--- src/design/chip8_extension_op_unit_macros.svh ---
// assertion macros for the chip8 extension op unit
`ifndef CHIP8_EXTENSION_OP_UNIT_MACROS_SVH
`define CHIP8_EXTENSION_OP_UNIT_MACROS_SVH

// same-cycle implication, checked out of reset
`define CF8X_ASSERT_IMP(lbl, clk, rst_n, ante, cons, msg) \
    lbl: assert property (@(posedge clk) disable iff (!rst_n) (ante) |-> (cons)) \
        else $error(msg);

// next-cycle implication, checked out of reset
`define CF8X_ASSERT_NXT(lbl, clk, rst_n, ante, cons, msg) \
    lbl: assert property (@(posedge clk) disable iff (!rst_n) (ante) |=> (cons)) \
        else $error(msg);

`endif

--- src/design/cf8x_div.sv ---
// 8-bit restoring divider, one quotient bit per cycle
module cf8x_div (
    input  logic       i_clk,
    input  logic       i_rst_n,
    input  logic       i_start,
    input  logic [7:0] i_a,
    input  logic [7:0] i_b,
    output logic       o_done,
    output logic [7:0] o_quo,
    output logic [7:0] o_rem
);
    logic [7:0] r_rem, r_quo, r_b;
    logic [2:0] r_cnt;
    logic       r_busy, r_done;
    logic [8:0] w_sh;
    logic       w_ge;

    assign w_sh = {r_rem, r_quo[7]};
    assign w_ge = (w_sh >= {1'b0, r_b});

    always_ff @(posedge i_clk) begin
        if (!i_rst_n) begin
            r_busy <= 1'b0;
            r_done <= 1'b0;
            r_cnt  <= '0;
        end else begin
            r_done <= 1'b0;
            if (i_start) begin
                r_busy <= 1'b1;
                r_cnt  <= '0;
            end else if (r_busy) begin
                r_cnt <= r_cnt + 3'd1;
                if (r_cnt == 3'd7) begin
                    r_busy <= 1'b0;
                    r_done <= 1'b1;
                end
            end
        end
    end

    always_ff @(posedge i_clk) begin
        if (i_start) begin
            r_rem <= '0;
            r_quo <= i_a;
            r_b   <= i_b;
        end else if (r_busy) begin
            r_rem <= w_ge ? 8'(w_sh - {1'b0, r_b}) : w_sh[7:0];
            r_quo <= {r_quo[6:0], w_ge};
        end
    end

    assign o_done = r_done;
    assign o_quo  = r_quo;
    assign o_rem  = r_rem;
endmodule

--- config.mk ---
export PLATFORM = sky130hd
export DESIGN_NAME = cf8x_div
export DESIGN_NICKNAME = d
export VERILOG_FILES = /design/src/design/chip8_extension_op_unit_macros.svh /design/src/design/cf8x_div.sv
export SDC_FILE = /design/constraint.sdc
export NUM_CORES = 1
export LEC_CHECK = 0
export ABC_AREA = 1
export BUFFER_PORTS_ARGS = -buffer_cell sky130_fd_sc_hd__buf_2
export CAP_MARGIN = 15
export CORE_MARGIN = 2
export CORE_UTILIZATION = 35
export DETAILED_ROUTE_END_ITERATION = 7
export GPL_ROUTABILITY_DRIVEN = 0
export PLACE_DENSITY = 0.56
export RECOVER_POWER = 25
export SLEW_MARGIN = 20
export SYNTH_ARGS = -nofsm -noshare
export SYNTH_HDL_FRONTEND = slang
export SYNTH_SLANG_ARGS = --single-unit
--- constraint.sdc ---
create_clock -name i_clk -period 2.1 [get_ports i_clk]
set_input_delay 0.42 -clock i_clk [delete_from_list [all_inputs] [get_ports i_clk]]
set_output_delay 0.42 -clock i_clk [all_outputs]
set_load 0.02 [all_outputs]
==> impl_results.md <==
* CP Capture Type: flop
* CTS tree: yes
* Port Buffer Count at 35
* Final slew viol count at 0
* Residual DRC at 0
* Setup_tns at 0 ns
* RSZ-0062 raised after global routing: no
* Initial Utilization at 0.3659
* Worst Skew at 0.007482 ns
* Met1 usage at 0.1984
* Post-CTS setup buffers at 0
* Fin util at 0.4469
* Data arrival, critical path at 1.88 ns
* Post-synthesis register bit count at 29
* H-tree depth at 2
* Core Area at 0.004384 mm²
* Crit path max fanout at 2
* Routed wire length at 3457 µm
* Post-Syn Area at 0.001604 mm²
* Initial antenna violation count at 0
* Hold Crit Class: in2reg
* Sequential share of the synthesized area at 0.4618
* Fmax at 0.5845 GHz
* Global-route wire length before repair at 5782 µm
* CTS clk-pin slew, worst paths at 0.07 ns
* Ant diodes at 0
* Fin crit share at 0.8147
* DIE AREA at 0.005140 mm²
* Worst Path Class, Setup: reg2reg
* Max-slew headroom at 0.5958
* Largest net degree at the start of global routing at 12
* # nets final at 265
* Met3 Use GR at 0.03797
* Post-detailed-placement half-perimeter wirelength at 2653 µm
* Critical Path RT at 2.27 ns
* Total GRT Usage at 0.1461
* Startpoint Class: flop
* Leak at 0.001033 µW
* Post-synthesis cell type count at 29
* Worst-skew pair later-pin latency at 0.28 ns
* Synth cell count leaders: nand2_1, inv_1, edfxtp_1, nand3_1, dfxtp_1
* Avg Cell Area, Syn at 8.354 µm²
* Peak supply drop at 0.4722 mV
* Status: complete, no violations
* Post-cts hold buffer count at 0
* Die X at 71.70 µm
* Cell area power density at 764.5 mW/mm²
* Remaining global-route overflow at 0
* Clock Path Buffers at 2
* Layout Area Growth over Synthesis at 22.15%
* Avg WL per Cell at 12.00 µm
* Post-synthesis async set-or-reset flop share at 0
* Share of cells above drive strength 1 at 0.2331
* Via count at 1335
* GR peak layer: met2
* Setup violations, final at 0
* Vias in the first global route at 1283
* Top Ports at 36
* Number of synthesized flops with an enable pin at 16
* Final hold viol count at 0
* Drt first-iter violations at 80
* # clock sinks at 29
* Num rows at 24
* Largest cells by area after synthesis: edfxtp_1, dfxtp_1, nand2_1
* Worst-Margin Slew at 0.6063 ns
* CTS Buf Count at 5
* Post-cts resize count at 0
* Min Tclk post-route at 1.711 ns
* ANT nets after route at 0
* Post-synthesis cell count at 192
* Die Y at 71.70 µm
* CTS Root Cell: clkbuf_8
* Ys Warns at 0
* Yosys top cell area share at 0.2995
* Avg Vias per Cell at 4.635
* Cell with the most instances after synthesis: nand2_1
* Max-cap check violation count at 0
* Top FF cell, synth: edfxtp_1
* Routing usage on met2 at 0.2263
* Leading area contributor after synthesis: edfxtp_1
* Net Count, Synth at 222
* Pre-Repair DR Iteration Count at 4
[worst max-delay path: stages (launching register included)]
cell	delay (ns)
edfxtp_1	0.34
inv_1	0.06
ha_1	0.22
fa_1	0.41
inv_1	0.09
nand3_1	0.07
nand3_1	0.09
xnor2_1	0.12
nand2_1	0.08
nand3_1	0.07
nand2_1	0.05
[through the flow]
step	setup WS (ns)	area [µm²]	hold slack (ns)	total power, µW	std cells
after global routing	0.1937	1959	0.3000	1571	288
after CTS	0.3790	1964	0.3035	1519	288
after detailed placement	0.3954	1854	0.4715	946.7	280
final	0.3891	1959	0.3096	1498	288
after floorplan	0.3830	1604	0.4530	861.3	192
after global placement	0.3909	1854	0.4723	948.4	280
[worst paths after layout]
path / from / endpoint / slack (ns) / cells after the start
worst max-delay path: o_quo[7]$_DFFE_PP_ / o_rem[4]$_SDFFE_PP0P_ / 0.39 / 10
worst min-delay path: i_b[7] / r_b[7]$_DFFE_PP_ / 0.31 / 1
worst max register to register: o_quo[7]$_DFFE_PP_ / o_rem[4]$_SDFFE_PP0P_ / 0.39 / 10
worst min register to register: r_cnt[1]$_SDFFE_PP0P_ / r_cnt[1]$_SDFFE_PP0P_ / 0.48 / 2
[registers in the layout, summed over array words and instances (netlist names)]
name    cells
o_rem       8
r_cnt       3
o_quo       8
r_busy      1
o_done      1
r_b         8
[where the power goes]
group	leakage [µW]	switching, µW	internal, µW
registers	0.000266	21.3	643
clock network	0.0000518	217	349
logic	0.000715	167	101
total	0.00103	405	1090
[logic make-up (layout without fill, tap and decap cells)]
kind of cell,Yosys count,after routing,synth area share
adders and majority gates,11,11,0.09048
DFF,29,29,0.4618
buffers and inverters,26,70,0.06162
xor gates and xnor gates,4,4,0.02184
and+or+nand+nor,115,115,0.3331
AOI/OAI and AO/OA,7,7,0.03121
[layout make-up]
class | instances | area (µm²)
Tap cell | 52 | 65.06
Clock buffer | 5 | 68.82
Timing Repair Buffer | 37 | 185.2
Inverter | 25 | 93.84
Fill cell | 453 | 2425
Sequential cell | 29 | 740.7
Multi-Input combinational cell | 137 | 764.5
Clock inverter | 3 | 41.29
[cells in the final DEF, fill, tap and decap left out, types with 5 or more instances in the layout]
cell and instances:
nand2_1 68, buf_2 34, inv_1 22, nand3_1 16
edfxtp_1 16, dfxtp_1 13, nor2_1 11, ha_1 10
nand3b_1 7, clkbuf_8 5
[routing by layer]
| metal | vias up | share of wire |
|---|---|---|
| met5 | - | 0 |
| met4 | 0 | 0.013 |
| met3 | 4 | 0.051 |
| met2 | 26 | 0.46 |
| met1 | 601 | 0.48 |
| li1 | 704 | - |
Note: power is estimated with default switching activity, not from simulation.
