[src/design/chip8_extension_op_unit_macros.svh]
// assertion macros for the chip8 extension op unit
`ifndef CHIP8_EXTENSION_OP_UNIT_MACROS_SVH
`define CHIP8_EXTENSION_OP_UNIT_MACROS_SVH

// same-cycle implication, checked out of reset
`define CF8X_ASSERT_IMP(lbl, clk, rst_n, ante, cons, msg) \
    lbl: assert property (@(posedge clk) disable iff (!rst_n) (ante) |-> (cons)) \
        else $error(msg);

// next-cycle implication, checked out of reset
`define CF8X_ASSERT_NXT(lbl, clk, rst_n, ante, cons, msg) \
    lbl: assert property (@(posedge clk) disable iff (!rst_n) (ante) |=> (cons)) \
        else $error(msg);

`endif

[src/design/cf8x_pkg.sv]
// shared types and constants for the chip8 extension op unit
package cf8x_pkg;

    localparam int MEMORY_BYTES_DEF = 4096;

    localparam logic [2:0] CMD_EXEC   = 3'd0;
    localparam logic [2:0] CMD_WR_REG = 3'd1;
    localparam logic [2:0] CMD_WR_MEM = 3'd2;
    localparam logic [2:0] CMD_RD_REG = 3'd3;
    localparam logic [2:0] CMD_RD_MEM = 3'd4;

    localparam logic [1:0] ST_OK          = 2'd0;
    localparam logic [1:0] ST_NOT_HANDLED = 2'd1;
    localparam logic [1:0] ST_UNKNOWN     = 2'd2;
    localparam logic [1:0] ST_BAD_MEM     = 2'd3;

    localparam logic [3:0] GRP_5 = 4'h5;
    localparam logic [3:0] GRP_F = 4'hF;
    localparam logic [3:0] N_BASE = 4'h0;
    localparam logic [3:0] N_MUL  = 4'h1;
    localparam logic [3:0] N_DIV  = 4'h2;
    localparam logic [3:0] N_SWAP = 4'h3;
    localparam logic [7:0] NN_MEMCPY  = 8'h50;
    localparam logic [7:0] NN_MEMSET  = 8'h60;
    localparam logic [7:0] NN_RNDSEED = 8'h70;
    localparam logic [3:0] REG_VF = 4'hF;
    localparam logic [7:0] DIV0_FLAG = 8'hFF;

    typedef struct packed {
        logic [2:0]  command;
        logic [15:0] opcode;
        logic [15:0] index_value;
        logic [3:0]  reg_number;
        logic [7:0]  data_value;
        logic [11:0] mem_address;
    } t_in_item;

    typedef struct packed {
        logic [1:0]  status;
        logic [7:0]  read_data;
        logic        seed_valid;
        logic [63:0] seed_value;
    } t_out_item;

    typedef struct packed {
        logic       rd_en;
        logic [3:0] rd_addr;
        logic       wr_en;
        logic [3:0] wr_addr;
        logic [7:0] wr_data;
    } t_rf_req;

endpackage

[src/design/cf8x_regs.sv]
// sixteen-entry byte register file, synchronous read, cleared by valid bits
module cf8x_regs (
    input  logic              i_clk,
    input  logic              i_rst_n,
    input  cf8x_pkg::t_rf_req i_req,
    output logic [7:0]        o_rd_data
);
    logic [7:0]  r_mem [0:15];
    logic [15:0] r_valid;
    logic [7:0]  r_rd;

    always_ff @(posedge i_clk) begin
        if (!i_rst_n) begin
            r_valid <= '0;
        end else if (i_req.wr_en) begin
            r_valid[i_req.wr_addr] <= 1'b1;
        end
    end

    always_ff @(posedge i_clk) begin
        if (i_req.wr_en) begin
            r_mem[i_req.wr_addr] <= i_req.wr_data;
        end
        if (i_req.rd_en) begin
            r_rd <= r_valid[i_req.rd_addr] ? r_mem[i_req.rd_addr] : 8'd0;
        end
    end

    assign o_rd_data = r_rd;
endmodule

[config.mk]
export PLATFORM = sky130hd
export DESIGN_NAME = cf8x_regs
export DESIGN_NICKNAME = d
export VERILOG_FILES = /design/src/design/chip8_extension_op_unit_macros.svh /design/src/design/cf8x_pkg.sv /design/src/design/cf8x_regs.sv
export SDC_FILE = /design/constraint.sdc
export NUM_CORES = 1
export LEC_CHECK = 0
export BUFFER_PORTS_ARGS = -buffer_cell sky130_fd_sc_hd__buf_2
export CAP_MARGIN = 30
export CORE_MARGIN = 1.5
export CORE_UTILIZATION = 43
export DETAILED_ROUTE_END_ITERATION = 16
export GPL_TIMING_DRIVEN = 1
export HOLD_SLACK_MARGIN = 0.02
export SYNTH_ARGS = -nofsm -noshare
export SYNTH_HDL_FRONTEND = slang
export SYNTH_SLANG_ARGS = --single-unit
[constraint.sdc]
create_clock -name i_clk -period 1.75 [get_ports i_clk]
set_input_delay 0.0875 -clock i_clk [delete_from_list [all_inputs] [get_ports i_clk]]
set_output_delay 0.0875 -clock i_clk [all_outputs]
set_load 0.02 [all_outputs]
==> impl_results.md <==
- Clock input transition at the sequential cells of the worst setup and hold paths: 60 ps
- Class of the tightest hold or removal check: in -> reg
- Synthesized instance count: 271
- Share of synthesized area occupied by flip-flops and latches: 0.767
- Crit Path Category: reg -> reg
- Total CTS buffers: 17
- Pin count of the biggest net entering global routing: 20
- Power share of the combinational group: 0.049
- Total of buffers placed on input and output ports: 27
- Top area cells in the synthesized netlist: sky130_fd_sc_hd__edfxtp_1 (71%), sky130_fd_sc_hd__mux4_2 (14%), sky130_fd_sc_hd__dfxtp_1 (5.6%)
- Delay of the slowest cell on the worst path: 470 ps
- H-Tree Level Count: 4
- Cell Count Post-Placement: 485
- DRT Pass-1 Iters: 4
- Sink count of the clock tree: 152
- Number of flops mapped to enable cells by yosys: 136
- Endpoints failing hold: 0
- Achievable clock frequency: 632 MHz
- Die height: 119 µm
- First-pass GRT wire length: 17,700 µm
- Synthesized cell area: 5740 µm²
- Final period utilization: 0.904
- P per Cell Area: 1160 nW/µm²
- Clock network latency to the later pin of the worst-skew pair: 410 ps
- Finished Layout Cells: 518
- Switching portion of total power: 0.195
- DRC viols: 0
- Worst Path Max Fanout: 8
- Synth async-reset ratio: 0
- Final instance area: 6860 µm²
- Buffers plus inverters on the worst setup path: 0
- Run status: completed
- Final clock skew: 6.68 ps
- Overall track demand over capacity in global routing: 0.180
- DRC marker count from the first detailed-route iteration: 304
- Diodes inserted: 0
- CTS tree: done
- Detailed Place HPWL: 7210 µm
- Final global-route overflow total: 0
- FF+latch count, synth: 152
- Sequential power share: 0.509
- Most repeated cell in the gate-level netlist after synthesis: sky130_fd_sc_hd__edfxtp_1
- Final ANT Viol Nets: 0
- Cell types with the highest counts after synthesis: sky130_fd_sc_hd__edfxtp_1 (136), sky130_fd_sc_hd__mux4_2 (36), sky130_fd_sc_hd__a22oi_1 (16), sky130_fd_sc_hd__dfxtp_1 (16), sky130_fd_sc_hd__o21a_1 (16)
- Peak supply drop: 0.693 mV
- Clock network fraction of total power: 0.442
- Req. time, crit path: 1900 ps
- Cells along the critical path: mux4_2, a22o_1, nor2_8, a21oi_1
- Instance area at placement: 6280 µm²
- Setup repair after global routing missed its margin: no
- Layout Nets: 349
- Die extent in x: 119 µm
- Int Power: 6410 µW
- Root Driver: sky130_fd_sc_hd__clkbuf_16
- Vias per Instance: 5.41
- Number of setup violations in the final report: 0
- Top-area cell type share of the netlist area: 0.711
- Routed wirelength normalized by instance count: 22.2 µm
- Fraction of final layout cells with drive strength greater than 1: 0.339
- Starting density of the core: 0.437
- DIE AREA: 14,100 µm²
- Aggregate negative setup slack: 0 ps
- Critical Path Start Type: flop
- Syn avg cell area: 21.2 µm²
- Maximum capacitance violations: 0
- Initial antenna violation count: 0
- Floorplan core area: 13,100 µm²
- Switching power of the nets: 1550 µW
- Transition time at the pin with the least slew margin: 981 ps
- CP top delay family: multiplexers
- Syn-to-layout area delta: 19.4%
- Relative slew margins: 0.345
- Sum of routed wire length over all layers: 11,500 µm
- Via count of the first global-routing pass: 2,939
- Syn_nets: 291
- Final Max Tran Viols: 0
- Post-cts repair resize count: 0
- Clock period minus final worst setup slack: 1580 ps
- Count of distinct cell types in the synthesized netlist: 23
- Overall power consumption: 7960 µW
- Number of core rows: 42
- Slowest cell on crit path: sky130_fd_sc_hd__mux4_2
- CP Data Arrival Time: 1740 ps
- Leakage component of the power: 0.00228 µW
- Number of buffers added for setup after CTS: 0
- Critical path endpoint category: flop
- DR vias: 2,804
- Number of top-level design ports: 28
- Clock Path Buffers: 2
- Area leader, netlist: sky130_fd_sc_hd__edfxtp_1
- Placer Congestion: 0.754
- Syn. warnings: 0
- Top FF cell, synth: sky130_fd_sc_hd__edfxtp_1
==> placed cells by master, fill, tap and decap left out <==
master,n
sky130_fd_sc_hd__nor2b_1,2
sky130_fd_sc_hd__a22o_2,1
sky130_fd_sc_hd__nand2_1,1
sky130_fd_sc_hd__nand3_1,1
sky130_fd_sc_hd__a21oi_1,8
sky130_fd_sc_hd__nor3_1,4
sky130_fd_sc_hd__clkinv_2,6
sky130_fd_sc_hd__o21a_1,16
sky130_fd_sc_hd__nand2b_1,2
sky130_fd_sc_hd__nor2_1,13
sky130_fd_sc_hd__or3b_2,1
sky130_fd_sc_hd__a22o_1,1
sky130_fd_sc_hd__dfxtp_1,16
sky130_fd_sc_hd__buf_12,6
sky130_fd_sc_hd__buf_2,27
sky130_fd_sc_hd__dlygate4sd3_1,1
sky130_fd_sc_hd__edfxtp_1,136
sky130_fd_sc_hd__buf_4,18
sky130_fd_sc_hd__clkinv_1,4
sky130_fd_sc_hd__clkbuf_16,17
sky130_fd_sc_hd__a22oi_1,16
sky130_fd_sc_hd__nor2_8,1
sky130_fd_sc_hd__and2_1,1
sky130_fd_sc_hd__bufinv_16,3
sky130_fd_sc_hd__mux4_2,36
sky130_fd_sc_hd__nand3b_1,2
sky130_fd_sc_hd__clkbuf_1,2
==> flip-flops by register name (all words and copies together), names as in the netlist <==
name,flops
r_mem,128
r_valid,16
o_rd_data,8
==> what timing repair did <==
| item | in CTS | in global routing |
|---|---|---|
| hold buffers | 1 | 0 |
| hold endpoints to repair | 6 | 0 |
| setup endpoints to repair | 0 | 0 |
==> metrics by stage <==
stage	util	setup slack [ps]	hold slack [ps]
floorplan	-	117	186
global placement	0.478	-5.13	443
detailed placement	0.478	24.6	450
CTS	0.522	166	26.8
global route	0.522	93.0	46.9
finish	0.522	168	45.8
==> worst paths after layout <==
check         startpoint  slack, ps      endpoint  depth (start not counted)
max reg2reg   r_valid[5]        170  o_rd_data[5]                          4
min              i_rst_n         50   r_valid[12]                          2
max           r_valid[5]        170  o_rd_data[5]                          4
min reg2reg  r_valid[13]        460   r_valid[13]                          1
==> power groups by stage <==
stage / Combinational (µW) / Clock, µW / Sequential, µW
6_report: 393 / 3520 / 4050
5_1_grt: 426 / 3730 / 4050
4_1_cts: 402 / 3570 / 4050
3_5_place_dp: 399 / 0 / 4130
2_1_floorplan: 210 / 0 / 4130
3_3_place_gp: 394 / 0 / 4120
==> layer usage <==
metal / global-route usage / part of all wire / vias to the layer above
li1: - / - / 1247
met1: 0.246 / 0.43 / 1469
met2: 0.279 / 0.50 / 79
met3: 0.0512 / 0.059 / 9
met4: 0.0610 / 0.0066 / 0
met5: 0 / 0 / -
==> logic make-up (layout without fill, tap and decap cells) <==
family          after synthesis  after routing  synth area share
compound gates               42             42            0.0521
buf+inv                      13             84            0.0131
flops                       152            152             0.767
mux                          36             36             0.141
simple gates                 28             28            0.0266
==> area by class of cell <==
class	instances	area, µm²
repair buffers	52	400
multi-input cells	106	1260
clock buffers	19	433
well taps	176	220
flip-flops and latches	152	4400
fillers	1062	6280
clock inverters	13	135
Note: power is estimated with default switching activity, not from simulation.
